==> src/hdl/bss_pkg.sv <==
// Shared types, codes and command/status structs for the bounded set store.
package bss_pkg;

    // Default number of stored values
    localparam int CAPACITY_DEF = 64;

    // Width of the count field in a result
    localparam int COUNT_W = 7;

    // Width of a stored value
    localparam int ELEM_W = 32;

    typedef enum logic [1:0] {
        KIND_INSERT = 2'd0,
        KIND_REMOVE = 2'd1,
        KIND_QUERY  = 2'd2,
        KIND_CLEAR  = 2'd3
    } kind_t;

    typedef enum logic [1:0] {
        STAT_OK       = 2'd0,
        STAT_DUP      = 2'd1,
        STAT_FULL     = 2'd2,
        STAT_NOTFOUND = 2'd3
    } status_t;

    typedef enum logic [3:0] {
        S_IDLE   = 4'b0001,
        S_SEARCH = 4'b0010,
        S_SHIFT  = 4'b0100,
        S_FINISH = 4'b1000
    } state_t;

    // Commands from the controller to the datapath
    typedef struct packed {
        logic load;
        logic search;
        logic shift;
        logic finish;
    } cmd_t;

    // Status from the datapath to the controller
    typedef struct packed {
        logic hit;
        logic drained;
        logic remove;
        logic out_busy;
    } sts_t;

endpackage

==> src/hdl/bss_if.sv <==
// Valid/ready channel interfaces for requests and results of the bounded set store.
interface bss_req_if;
    logic                                valid;
    logic                                ready;
    bss_pkg::kind_t                      kind;
    logic signed [bss_pkg::ELEM_W-1:0]   elem;

    modport source (output valid, output kind, output elem, input ready);
    modport sink (input valid, input kind, input elem, output ready);
endinterface

interface bss_rsp_if;
    logic                                valid;
    logic                                ready;
    bss_pkg::status_t                    status;
    logic                                is_member;
    logic [bss_pkg::COUNT_W-1:0]         count;

    modport source (output valid, output status, output is_member, output count, input ready);
    modport sink (input valid, input status, input is_member, input count, output ready);
endinterface

==> src/hdl/bounded_set_store_core.sv <==
// Top level of the bounded set store: controller, datapath and checks.
// Keeps up to CAPACITY distinct signed 32-bit values in insertion order in a
// single-port-read entry RAM. Each request is an insert, remove, membership
// query or clear, and gives exactly one result with status, the membership
// flag before the operation and the count after it (low 7 bits). One request
// is worked on at a time; the next is taken once the previous one has been
// written to the result register, so a result may wait while a new request
// runs. Timing is set by the linear scan through the entry RAM, one entry per
// cycle with registered read data: a clear skips the scan and goes straight
// to the result register; an insert or query scans the entries in order until
// the value is found or the entries run out, and an unmatched remove scans
// them all. A matching remove stops the scan at the match and carries on
// through the later entries to shift them down one place. A request may also
// wait in its finish step for the result register to be taken. No clearing
// pass is needed after reset; entries beyond the count are never read.
module bounded_set_store_core #(
    parameter int CAPACITY = bss_pkg::CAPACITY_DEF
) (
    input  logic      clk,
    input  logic      rst_n,
    bss_req_if.sink   req,
    bss_rsp_if.source rsp
);
    import bss_pkg::*;

    cmd_t cmd;
    sts_t sts;

    bss_ctrl u_ctrl (
        .clk       (clk),
        .rst_n     (rst_n),
        .req_valid (req.valid),
        .req_kind  (req.kind),
        .req_ready (req.ready),
        .cmd       (cmd),
        .sts       (sts)
    );

    bss_dp #(
        .CAPACITY (CAPACITY)
    ) u_dp (
        .clk           (clk),
        .rst_n         (rst_n),
        .cmd           (cmd),
        .sts           (sts),
        .req_kind      (req.kind),
        .req_elem      (req.elem),
        .rsp_ready     (rsp.ready),
        .rsp_valid     (rsp.valid),
        .rsp_status    (rsp.status),
        .rsp_is_member (rsp.is_member),
        .rsp_count     (rsp.count)
    );

    // Only one command at a time
    a_cmd_single: assert property (@(posedge clk) disable iff (!rst_n)
        $onehot0(cmd))
        else $error("more than one datapath command active");

    // A taken request blocks the next one
    a_one_at_a_time: assert property (@(posedge clk) disable iff (!rst_n)
        (req.valid && req.ready) |=> !req.ready)
        else $error("request accepted while another is in progress");

    // Finishing always presents a result
    a_finish_result: assert property (@(posedge clk) disable iff (!rst_n)
        cmd.finish |=> rsp.valid)
        else $error("finish did not load the result register");

    // Duplicate implies membership, full and not-found imply absence
    a_status_member: assert property (@(posedge clk) disable iff (!rst_n)
        rsp.valid |-> ((rsp.status == STAT_DUP) == rsp.is_member)
                      || (rsp.status == STAT_OK))
        else $error("status disagrees with membership flag");

endmodule

==> src/hdl/bss_ram.sv <==
// Generic single-write, single-read RAM with registered read data.
module bss_ram #(
    parameter int WIDTH = 32,
    parameter int DEPTH = 64,
    localparam int AW = (DEPTH > 1) ? $clog2(DEPTH) : 1
) (
    input  logic             clk,
    input  logic             we,
    input  logic [AW-1:0]    waddr,
    input  logic [WIDTH-1:0] wdata,
    input  logic             re,
    input  logic [AW-1:0]    raddr,
    output logic [WIDTH-1:0] rdata
);

    logic [WIDTH-1:0] mem [DEPTH];
    logic [WIDTH-1:0] rdata_reg;

    // Write port
    always_ff @(posedge clk)
    begin
        if (we)
        begin
            mem[waddr] <= wdata;
        end
    end

    // Registered read port
    always_ff @(posedge clk)
    begin
        if (re)
        begin
            rdata_reg <= mem[raddr];
        end
    end

    assign rdata = rdata_reg;

endmodule

==> src/hdl/bss_ctrl.sv <==
// Controller state machine sequencing search, shift and finish of each request.
module bss_ctrl (
    input  logic           clk,
    input  logic           rst_n,
    input  logic           req_valid,
    input  bss_pkg::kind_t req_kind,
    output logic           req_ready,
    output bss_pkg::cmd_t  cmd,
    input  bss_pkg::sts_t  sts
);
    import bss_pkg::*;

    state_t state_reg;
    state_t state_next;

    // Advance the state
    always_ff @(posedge clk or negedge rst_n)
    begin
        if (!rst_n)
        begin
            state_reg <= S_IDLE;
        end
        else
        begin
            state_reg <= state_next;
        end
    end

    // Next state and commands
    always_comb
    begin
        state_next = state_reg;
        cmd        = '0;
        req_ready  = 1'b0;
        case (state_reg)
            S_IDLE:
            begin
                req_ready = 1'b1;
                if (req_valid)
                begin
                    cmd.load   = 1'b1;
                    state_next = (req_kind == KIND_CLEAR) ? S_FINISH : S_SEARCH;
                end
            end
            S_SEARCH:
            begin
                cmd.search = 1'b1;
                if (sts.hit)
                begin
                    state_next = sts.remove ? S_SHIFT : S_FINISH;
                end
                else if (sts.drained)
                begin
                    state_next = S_FINISH;
                end
            end
            S_SHIFT:
            begin
                cmd.shift = 1'b1;
                if (sts.drained)
                begin
                    state_next = S_FINISH;
                end
            end
            S_FINISH:
            begin
                // Hold until the result register is free
                if (!sts.out_busy)
                begin
                    cmd.finish = 1'b1;
                    state_next = S_IDLE;
                end
            end
            default:
            begin
                state_next = S_IDLE;
            end
        endcase
    end

endmodule

==> src/hdl/bss_dp.sv <==
// Datapath: entry RAM, search and shift pointers, count and result register.
module bss_dp #(
    parameter int CAPACITY = bss_pkg::CAPACITY_DEF
) (
    input  logic                              clk,
    input  logic                              rst_n,
    input  bss_pkg::cmd_t                     cmd,
    output bss_pkg::sts_t                     sts,
    input  bss_pkg::kind_t                    req_kind,
    input  logic signed [bss_pkg::ELEM_W-1:0] req_elem,
    input  logic                              rsp_ready,
    output logic                              rsp_valid,
    output bss_pkg::status_t                  rsp_status,
    output logic                              rsp_is_member,
    output logic [bss_pkg::COUNT_W-1:0]       rsp_count
);
    import bss_pkg::*;

    localparam int AW = (CAPACITY > 1) ? $clog2(CAPACITY) : 1;
    localparam int CW = $clog2(CAPACITY + 1);
    localparam logic [CW-1:0] CAP_C = CW'(CAPACITY);
    localparam logic [CW-1:0] ONE_C = CW'(1);

    kind_t                    kind_reg, kind_next;
    logic signed [ELEM_W-1:0] elem_reg, elem_next;
    logic [CW-1:0]            count_reg, count_next;
    logic [CW-1:0]            ptr_reg, ptr_next;
    logic [CW-1:0]            pos_reg, pos_next;
    logic                     pend_reg, pend_next;
    logic                     found_reg, found_next;
    logic                     out_vld_reg, out_vld_next;
    status_t                  out_status_reg, out_status_next;
    logic                     out_member_reg, out_member_next;
    logic [COUNT_W-1:0]       out_count_reg, out_count_next;

    logic                     ram_we;
    logic [AW-1:0]            ram_waddr;
    logic [ELEM_W-1:0]        ram_wdata;
    logic                     ram_re;
    logic [AW-1:0]            ram_raddr;
    logic [ELEM_W-1:0]        ram_rdata;

    logic                     hit;
    logic                     drained;
    logic [CW-1:0]            pos_dec;
    logic [CW-1:0]            count_res;
    status_t                  status_res;

    bss_ram #(
        .WIDTH (ELEM_W),
        .DEPTH (CAPACITY)
    ) u_ram (
        .clk   (clk),
        .we    (ram_we),
        .waddr (ram_waddr),
        .wdata (ram_wdata),
        .re    (ram_re),
        .raddr (ram_raddr),
        .rdata (ram_rdata)
    );

    // Compare the entry read last cycle; pipeline empty with nothing left to read
    assign hit     = pend_reg && (ram_rdata == elem_reg);
    assign drained = !pend_reg && (ptr_reg == count_reg);
    assign pos_dec = pos_reg - ONE_C;

    assign sts.hit      = hit;
    assign sts.drained  = drained;
    assign sts.remove   = (kind_reg == KIND_REMOVE);
    assign sts.out_busy = out_vld_reg && !rsp_ready;

    // Outcome of the request once search and shift are done
    always_comb
    begin
        count_res  = count_reg;
        status_res = STAT_OK;
        case (kind_reg)
            KIND_INSERT:
            begin
                if (found_reg)
                begin
                    status_res = STAT_DUP;
                end
                else if (count_reg == CAP_C)
                begin
                    status_res = STAT_FULL;
                end
                else
                begin
                    count_res = count_reg + ONE_C;
                end
            end
            KIND_REMOVE:
            begin
                if (found_reg)
                begin
                    count_res = count_reg - ONE_C;
                end
                else
                begin
                    status_res = STAT_NOTFOUND;
                end
            end
            KIND_QUERY:
            begin
                status_res = STAT_OK;
            end
            KIND_CLEAR:
            begin
                count_res = '0;
            end
            default:
            begin
                status_res = STAT_OK;
            end
        endcase
    end

    // Datapath next values
    always_comb
    begin
        kind_next       = kind_reg;
        elem_next       = elem_reg;
        count_next      = count_reg;
        ptr_next        = ptr_reg;
        pos_next        = pos_reg;
        pend_next       = pend_reg;
        found_next      = found_reg;
        out_status_next = out_status_reg;
        out_member_next = out_member_reg;
        out_count_next  = out_count_reg;
        out_vld_next    = out_vld_reg && !rsp_ready;

        ram_we    = 1'b0;
        ram_waddr = pos_dec[AW-1:0];
        ram_wdata = ram_rdata;
        ram_re    = 1'b0;
        ram_raddr = ptr_reg[AW-1:0];

        // Capture the request and rewind the search
        if (cmd.load)
        begin
            kind_next  = req_kind;
            elem_next  = req_elem;
            ptr_next   = '0;
            pend_next  = 1'b0;
            found_next = 1'b0;
        end

        // Scan entries one per cycle; on a match park the read pointer after it
        if (cmd.search)
        begin
            if (hit)
            begin
                found_next = 1'b1;
                ptr_next   = pos_reg + ONE_C;
                pend_next  = 1'b0;
            end
            else if (ptr_reg < count_reg)
            begin
                ram_re    = 1'b1;
                ptr_next  = ptr_reg + ONE_C;
                pend_next = 1'b1;
                pos_next  = ptr_reg;
            end
            else
            begin
                pend_next = 1'b0;
            end
        end

        // Move each later entry down one place
        if (cmd.shift)
        begin
            if (pend_reg)
            begin
                ram_we = 1'b1;
            end
            if (ptr_reg < count_reg)
            begin
                ram_re    = 1'b1;
                ptr_next  = ptr_reg + ONE_C;
                pend_next = 1'b1;
                pos_next  = ptr_reg;
            end
            else
            begin
                pend_next = 1'b0;
            end
        end

        // Append on an accepted insert, update count and load the result register
        if (cmd.finish)
        begin
            if ((kind_reg == KIND_INSERT) && !found_reg && (count_reg != CAP_C))
            begin
                ram_we    = 1'b1;
                ram_waddr = count_reg[AW-1:0];
                ram_wdata = elem_reg;
            end
            count_next      = count_res;
            out_vld_next    = 1'b1;
            out_status_next = status_res;
            out_member_next = found_reg;
            out_count_next  = COUNT_W'(count_res);
        end
    end

    // Registers
    always_ff @(posedge clk or negedge rst_n)
    begin
        if (!rst_n)
        begin
            count_reg   <= '0;
            ptr_reg     <= '0;
            pend_reg    <= 1'b0;
            found_reg   <= 1'b0;
            out_vld_reg <= 1'b0;
        end
        else
        begin
            count_reg   <= count_next;
            ptr_reg     <= ptr_next;
            pend_reg    <= pend_next;
            found_reg   <= found_next;
            out_vld_reg <= out_vld_next;
        end
    end

    // Payload registers
    always_ff @(posedge clk)
    begin
        kind_reg       <= kind_next;
        elem_reg       <= elem_next;
        pos_reg        <= pos_next;
        out_status_reg <= out_status_next;
        out_member_reg <= out_member_next;
        out_count_reg  <= out_count_next;
    end

    assign rsp_valid     = out_vld_reg;
    assign rsp_status    = out_status_reg;
    assign rsp_is_member = out_member_reg;
    assign rsp_count     = out_count_reg;

endmodule

==> src/flat_wrapper.sv <==
// flat-port wrapper written by rule: the top's interface ports become plain ports
module bounded_set_store_core_flat import bss_pkg::*;
#(
    parameter int CAPACITY = bss_pkg::CAPACITY_DEF
)
  (clk, rst_n, req_valid, req_kind, req_elem, req_ready, rsp_valid, rsp_status, rsp_is_member, rsp_count, rsp_ready);
  bss_req_if req_i ();
  bss_rsp_if rsp_i ();
  input  logic clk;
  input  logic rst_n;
  input wire logic [$bits(req_i.valid)-1:0] req_valid;
  input wire logic [$bits(req_i.kind)-1:0] req_kind;
  input wire logic [$bits(req_i.elem)-1:0] req_elem;
  output wire logic [$bits(req_i.ready)-1:0] req_ready;
  output wire logic [$bits(rsp_i.valid)-1:0] rsp_valid;
  output wire logic [$bits(rsp_i.status)-1:0] rsp_status;
  output wire logic [$bits(rsp_i.is_member)-1:0] rsp_is_member;
  output wire logic [$bits(rsp_i.count)-1:0] rsp_count;
  input wire logic [$bits(rsp_i.ready)-1:0] rsp_ready;
  assign req_i.valid = req_valid;
  assign req_i.kind = req_kind;
  assign req_i.elem = req_elem;
  assign req_ready = req_i.ready;
  assign rsp_valid = rsp_i.valid;
  assign rsp_status = rsp_i.status;
  assign rsp_is_member = rsp_i.is_member;
  assign rsp_count = rsp_i.count;
  assign rsp_i.ready = rsp_ready;
  bounded_set_store_core #(.CAPACITY(CAPACITY)) u_core (.clk(clk), .rst_n(rst_n), .req(req_i), .rsp(rsp_i));
endmodule
==> config.mk <==
export PLATFORM = sky130hd
export DESIGN_NAME = bounded_set_store_core_flat
export DESIGN_NICKNAME = d
export VERILOG_FILES = /design/src/hdl/bss_pkg.sv /design/src/hdl/bss_if.sv /design/src/hdl/bounded_set_store_core.sv /design/src/hdl/bss_ram.sv /design/src/hdl/bss_ctrl.sv /design/src/hdl/bss_dp.sv /design/src/flat_wrapper.sv
export SDC_FILE = /design/constraint.sdc
export NUM_CORES = 2
export LEC_CHECK = 0
export ABC_AREA = 1
export BUFFER_PORTS_ARGS = -buffer_cell sky130_fd_sc_hd__buf_2
export CORE_UTILIZATION = 45
export DETAILED_ROUTE_END_ITERATION = 10
export GPL_TIMING_DRIVEN = 0
export HOLD_SLACK_MARGIN = 0.08
export PLACE_DENSITY_LB_ADDON = 0.2
export SETUP_SLACK_MARGIN = 0.3
export SYNTH_ARGS = -nofsm -noshare
export SYNTH_HDL_FRONTEND = slang
export SYNTH_HIERARCHICAL = 1
export SYNTH_SLANG_ARGS = --single-unit
==> constraint.sdc <==
create_clock -name clk -period 15.4 [get_ports clk]
set_input_delay 3.08 -clock clk [delete_from_list [all_inputs] [get_ports clk]]
set_output_delay 3.08 -clock clk [all_outputs]
set_load 0.1 [all_outputs]
# Word-level counts from Yosys, hierarchy flattened
# Memory sizes are Yosys's and may differ from the RTL's. A register that Yosys moved wholly into a read port is not among the register bits.
# Cells that the tools add are included.
# op_classes
magnitude_cmp,1
eq_ne,13
n_reduce_logical,11
add_sub_neg,5
muxes,55
# ops
operator,count
7-bit 2-to-1 mux,14
32-bit 2-to-1 mux,2
32-bit == test,1
1-bit 2-to-1 mux,25
4-bit 2-to-1 mux,6
7-bit by 1-bit adder with 7-bit output (second input constant),3
7-bit case mux with 3 select lines,1
4-bit case mux with 4 select lines,1
6-bit 2-to-1 mux,2
7-bit == test,1
7-bit == test (second input constant),1
7-bit < comparator,1
7-bit != test (second input constant),1
7-bit by 1-bit subtractor with 7-bit output (second input constant),1
2-bit 2-to-1 mux,3
6-bit by 1-bit subtractor with 6-bit output (second input constant),1
1-bit logical AND,5
2-bit == test (second input constant),2
4-bit by 1-bit == test with 1-bit output (second input constant),1
4-bit by 2-bit == test with 1-bit output (second input constant),1
4-bit by 3-bit == test with 1-bit output (second input constant),1
4-bit == test (second input constant),1
2-bit != test (second input constant),2
2-bit case mux with 2 select lines,1
other kinds (5),7
# totals
ram_bits,2048
n_memories,1
register_bits,72
elab_cells,98
output_inout_bits,12
in_bits,38
# mem_list
name,depth,word_bits,rd,rd_ports_with_merged_regs,wr,line_no,source
u_core.u_dp.u_ram.mem,64,32,1,1,1,bss_ram.sv:16,logic [WIDTH-1:0] mem [DEPTH];

# Logic depth before layout (Yosys ltp)
# depth
word_depth,8
ltp_mapped,14

# Cells and area by module
# Netlist, hierarchy kept.
# modules_own_cells
mod,cells_each,seq_area_each_um2,instances,area_each_um2
bss_ram,6769,62459.9,1,83058.4
bss_dp,625,1886.8,1,4603.2
bss_ctrl,47,101.3,1,330.3

# Least setup slack after synthesis
# OpenSTA, ideal clock, no wires.
# synth_path
kind,input port to flip-flop
startpoint,in rsp_ready
endpoint,"mem u_core.u_dp.u_ram.mem[48][0], enable pin"
setup_slack_ps,6631
n_path_buf,2
t_required_ps,14897
t_arrival_ps,8266
cell_stages,10
cell_sequence,nor2_1 -> nor2_1 -> inv_1 -> nor3_4 -> inv_2 -> buf_2 -> o21ai_0 -> clkbuf_1 -> nand4_1 -> nor4_1
# synth_lines
element,line_no,source
from (decl),flat_wrapper.sv:19,input wire logic [$bits(rsp_i.ready)-1:0] rsp_ready;
to (decl),bss_ram.sv:16,

==> metrics.md <==
| Metric | Value |
|---|---|
| Share of layout cells above drive strength 1 | 12.85% |
| DP Wirelength | around 250 mm |
| Largest register FFs | about 2000 |
| Actual slew at the worst max-slew pin | roughly 1.6 ns |
| Clk sink count | roughly 2200 |
| Core area | ~190000 sq um |
| Post-CTS Resized | 0 |
| CP startpoint | rsp_ready |
| Family with the most delay on the worst path | simple AND/OR/NAND/NOR gates |
| Post-synth top area share | 72.49% |
| Storage cell area | 64450 sq um |
| Pwr Density | ~180 nW/um^2 |
| Post-synth top cells | 2460 x nand2_1, 2124 x edfxtp_1, 1959 x nand3_1 |
| Yosys top cell by area | edfxtp_1 |
| Starting DRT DRC Count | between 10000 and 15000 |
| Hold Violations, Final | 0 |
| Post-Route WL | between 300 and 400 mm |
| Status | finished with violations |
| Hold WC Path Type | flop to flop |
| Area growth, synth to finish | 16.38% |
| Via count | ~65000 |
| Initial core utilization | between 40% and 50% |
| Clock buffer count from CTS | about 220 |
| Most common cell in the netlist | nand2_1 |
| Seq/Total Area, Yosys | between 70% and 80% |
| Worst slew margin | -9.894% |
| Largest net degree at the start of global routing | between 60 and 70 |
| Worst slack, placed | roughly 6 ns |
| Htree depth | 4 |
| Vias per inst | between 6 and 7 |
| RSZ-0062 raised after global routing | no |
| Vias in the first global route | approximately 59000 |
| CTS tree | yes |
| Endpoint class of the critical path | flop |
| Crit path time final | roughly 8.7 ns |
| Final ANT Viol Nets | 0 |
| Distinct cells, synth | 42 |
| Crit path cell chain | buf_2 -> nor2_1 -> nor2_1 -> inv_1 -> nor3_4 -> clkbuf_1 -> o21ai_0 -> clkbuf_1 -> inv_1 -> nand4_1 -> nor2_4 -> buf_12 -> buf_16 |
| Worst-path fanout max | 16 |
| Peak supply drop | roughly 0.00012 V |
| CTS clock-pin slew for the worst setup and hold paths | approximately 0.060 ns |
| Yosys warns | 6 |
| Setup WS post-layout | ~6.7 ns |
| Filler cell count | around 16000 |
| Pwr Total | between 15 and 20 mW |
| Leak pwr | approximately 37 nW |
| Gr usage total | 35.25% |
| Setup TNS | 0 ns |
| Row count | between 150 and 200 |
| Final setup violation count | 0 |
| Overflow after GRT | 0 |
| Synthesized area | between 80000 and 90000 sq um |
| Skew-Pair Late Insertion Delay | between 0.8 and 0.9 ns |
| Antenna violations before repair | 37 |
| Port Buffers | just under 50 |
| Global-route wire length before repair | roughly 480 mm |
| Period utilisation layout | 56.80% |
| Finished Layout Cells | 10640 |
| Clock skew | between 0.04 and 0.05 ns |
| Min-delay src | u_core/u_dp/pos_reg[6] |
| Wire per inst | approximately 33 microns |
| Die area | 197300 sq um |
| Post-CTS Setup Inserts | 0 |
| Area of the multi-input gates | ~22000 sq um |
| #FFs+latches synth | around 2200 |
| Max Buffers Root-to-Sink | 3 |
| Gate Count Post-Synth | 7441 |
| CTS Hold Bufs | 0 |
| Failing checks | max-capacitance violations, max-slew violations |
| Layout Nets | 7964 |
| R2R Path Start | u_core/u_ctrl/state_reg[1] |
| I/O pins | 50 |
| Max incr delay on CP | 0.91 ns |
| Syn nets | around 7500 |
| Syn avg cell area | 11.83 sq um |
| CP Launch Type | input pin |
| Post-synth EDFFs | between 2000 and 2500 |
| Crit path buf inv count | 7 |
| Asr flop ratio synth | less than 1% |
| FMAX | 114.3 MHz |
| Synth area leaders | edfxtp_1 72%, nand3_1 11%, nand2_1 10% |
| CP required | 15.98 ns |
| RD Place Congestion | around 1.0 |
| Die X | 444.2 microns |
| Max Slew Vio Count | 17 |
| Max_cap viols | 2 |
| Drt pass-1 iters | 6 |
| Clock root buffer | clkbuf_16 |
| Die Span Y | roughly 440 microns |
| Drt drc | 0 |
| DP Cell Count | a little over 10000 |
| Critical path class | input pin to flop |
| Top_reg_cell synth | edfxtp_1 |
| CP max stage cell | nor2_4 |
| CP Data Arrival Time | 9.33 ns |
-- placed cells by master, fill, tap and decap left out, drive strengths merged, types with 3 or more instances in the layout --
| master | synthesis | routed |
|---|---|---|
| ha | 13 | 13 |
| nor3 | 10 | 10 |
| nand3b | 6 | 6 |
| dfxtp | 7 | 7 |
| o211ai | 3 | 3 |
| nand4 | 27 | 27 |
| clkinvlp | 0 | 4 |
| inv | 110 | 120 |
| buf | 383 | 634 |
| edfxtp | 2124 | 2124 |
| clkinv | 0 | 109 |
| bufinv | 0 | 10 |
| nor4 | 11 | 11 |
| dfrtp | 20 | 20 |
| nand3 | 1960 | 1960 |
| a21oi | 7 | 7 |
| or2 | 7 | 7 |
| clkbuf | 82 | 358 |
| nand2 | 2470 | 2470 |
| xor2 | 13 | 13 |
| a21boi | 3 | 3 |
| o21ai | 58 | 58 |
| nor2 | 108 | 108 |
| diode | 0 | 17 |
| xnor2 | 10 | 10 |
-- power by group --
group / internal [mW] / total, mW / switching [mW]
sequential: 6.98 / 7.07 / 0.0881
combinational: 1.28 / 5.92 / 4.64
clock: 2.80 / 5.12 / 2.32
total: 11.1 / 18.1 / 7.05
-- worst register-to-register path: cells and delay by family, from the launching register on --
kind | cells | cell delay (ns)
simple gates | 6 | 3.35
buf+inv | 6 | 2.42
compound gates | 1 | 0.64
flops | 1 | 0.44
-- stage by stage --
step	area, sq um	util (%)	hold WS [ns]
floorplan	87990	-	0.4380
global placement	91400	47.26	0.4465
detailed placement	95550	49.41	0.4549
CTS	102400	52.93	0.4637
global route	102400	52.94	0.4855
finish	102400	52.96	0.4642
-- cell type report --
type | instances | area share [%]
clock inverters | 133 | 1.071
flip-flops and latches | 2152 | 62.93
multi-input cells | 4714 | 21.09
inverters | 110 | 0.4081
clock buffers | 276 | 5.581
diodes | 17 | 0.04154
plain buffers | 465 | 2.291
repair buffers | 251 | 3.500
well taps | 2526 | 3.086
-- worst paths after layout --
| check | to | slack, ns | depth (start not counted) |
|---|---|---|---|
| setup / recovery | u_core/u_dp/u_ram/mem[62][18] | 6.65 | 13 |
| hold / removal | u_core/u_dp/pos_reg[6] | 0.46 | 2 |
| setup reg to reg | u_core/u_dp/u_ram/mem[62][18] | 8.23 | 13 |
| hold reg to reg | u_core/u_dp/pos_reg[6] | 0.46 | 2 |
| max in group asynchronous | u_core/u_dp/pend_reg | 12.80 | 1 |
| min in group asynchronous | u_core/u_dp/count_reg[2] | 2.20 | 1 |
-- routing by layer --
layer / vias to the layer above / share of wire [%] / GRT usage (%)
met2: 4817 / 43 / 51.27
met4: 28 / 6.7 / 19.79
met1: 32020 / 37 / 46.91
li1: 27380 / - / -
met5: - / 0.060 / 0
met3: 959 / 14 / 10.98
-- cells by family after synthesis --
group / synth area share (%)
adder cells (fa/ha/maj): 0.1849
AND/OR/NAND/NOR: 22.74
flip-flops: 73.24
XOR/XNOR: 0.2289
buffers and inverters: 3.135
AO/OA/AOI/OAI: 0.4707
Power figures use the tool's default switching activity.
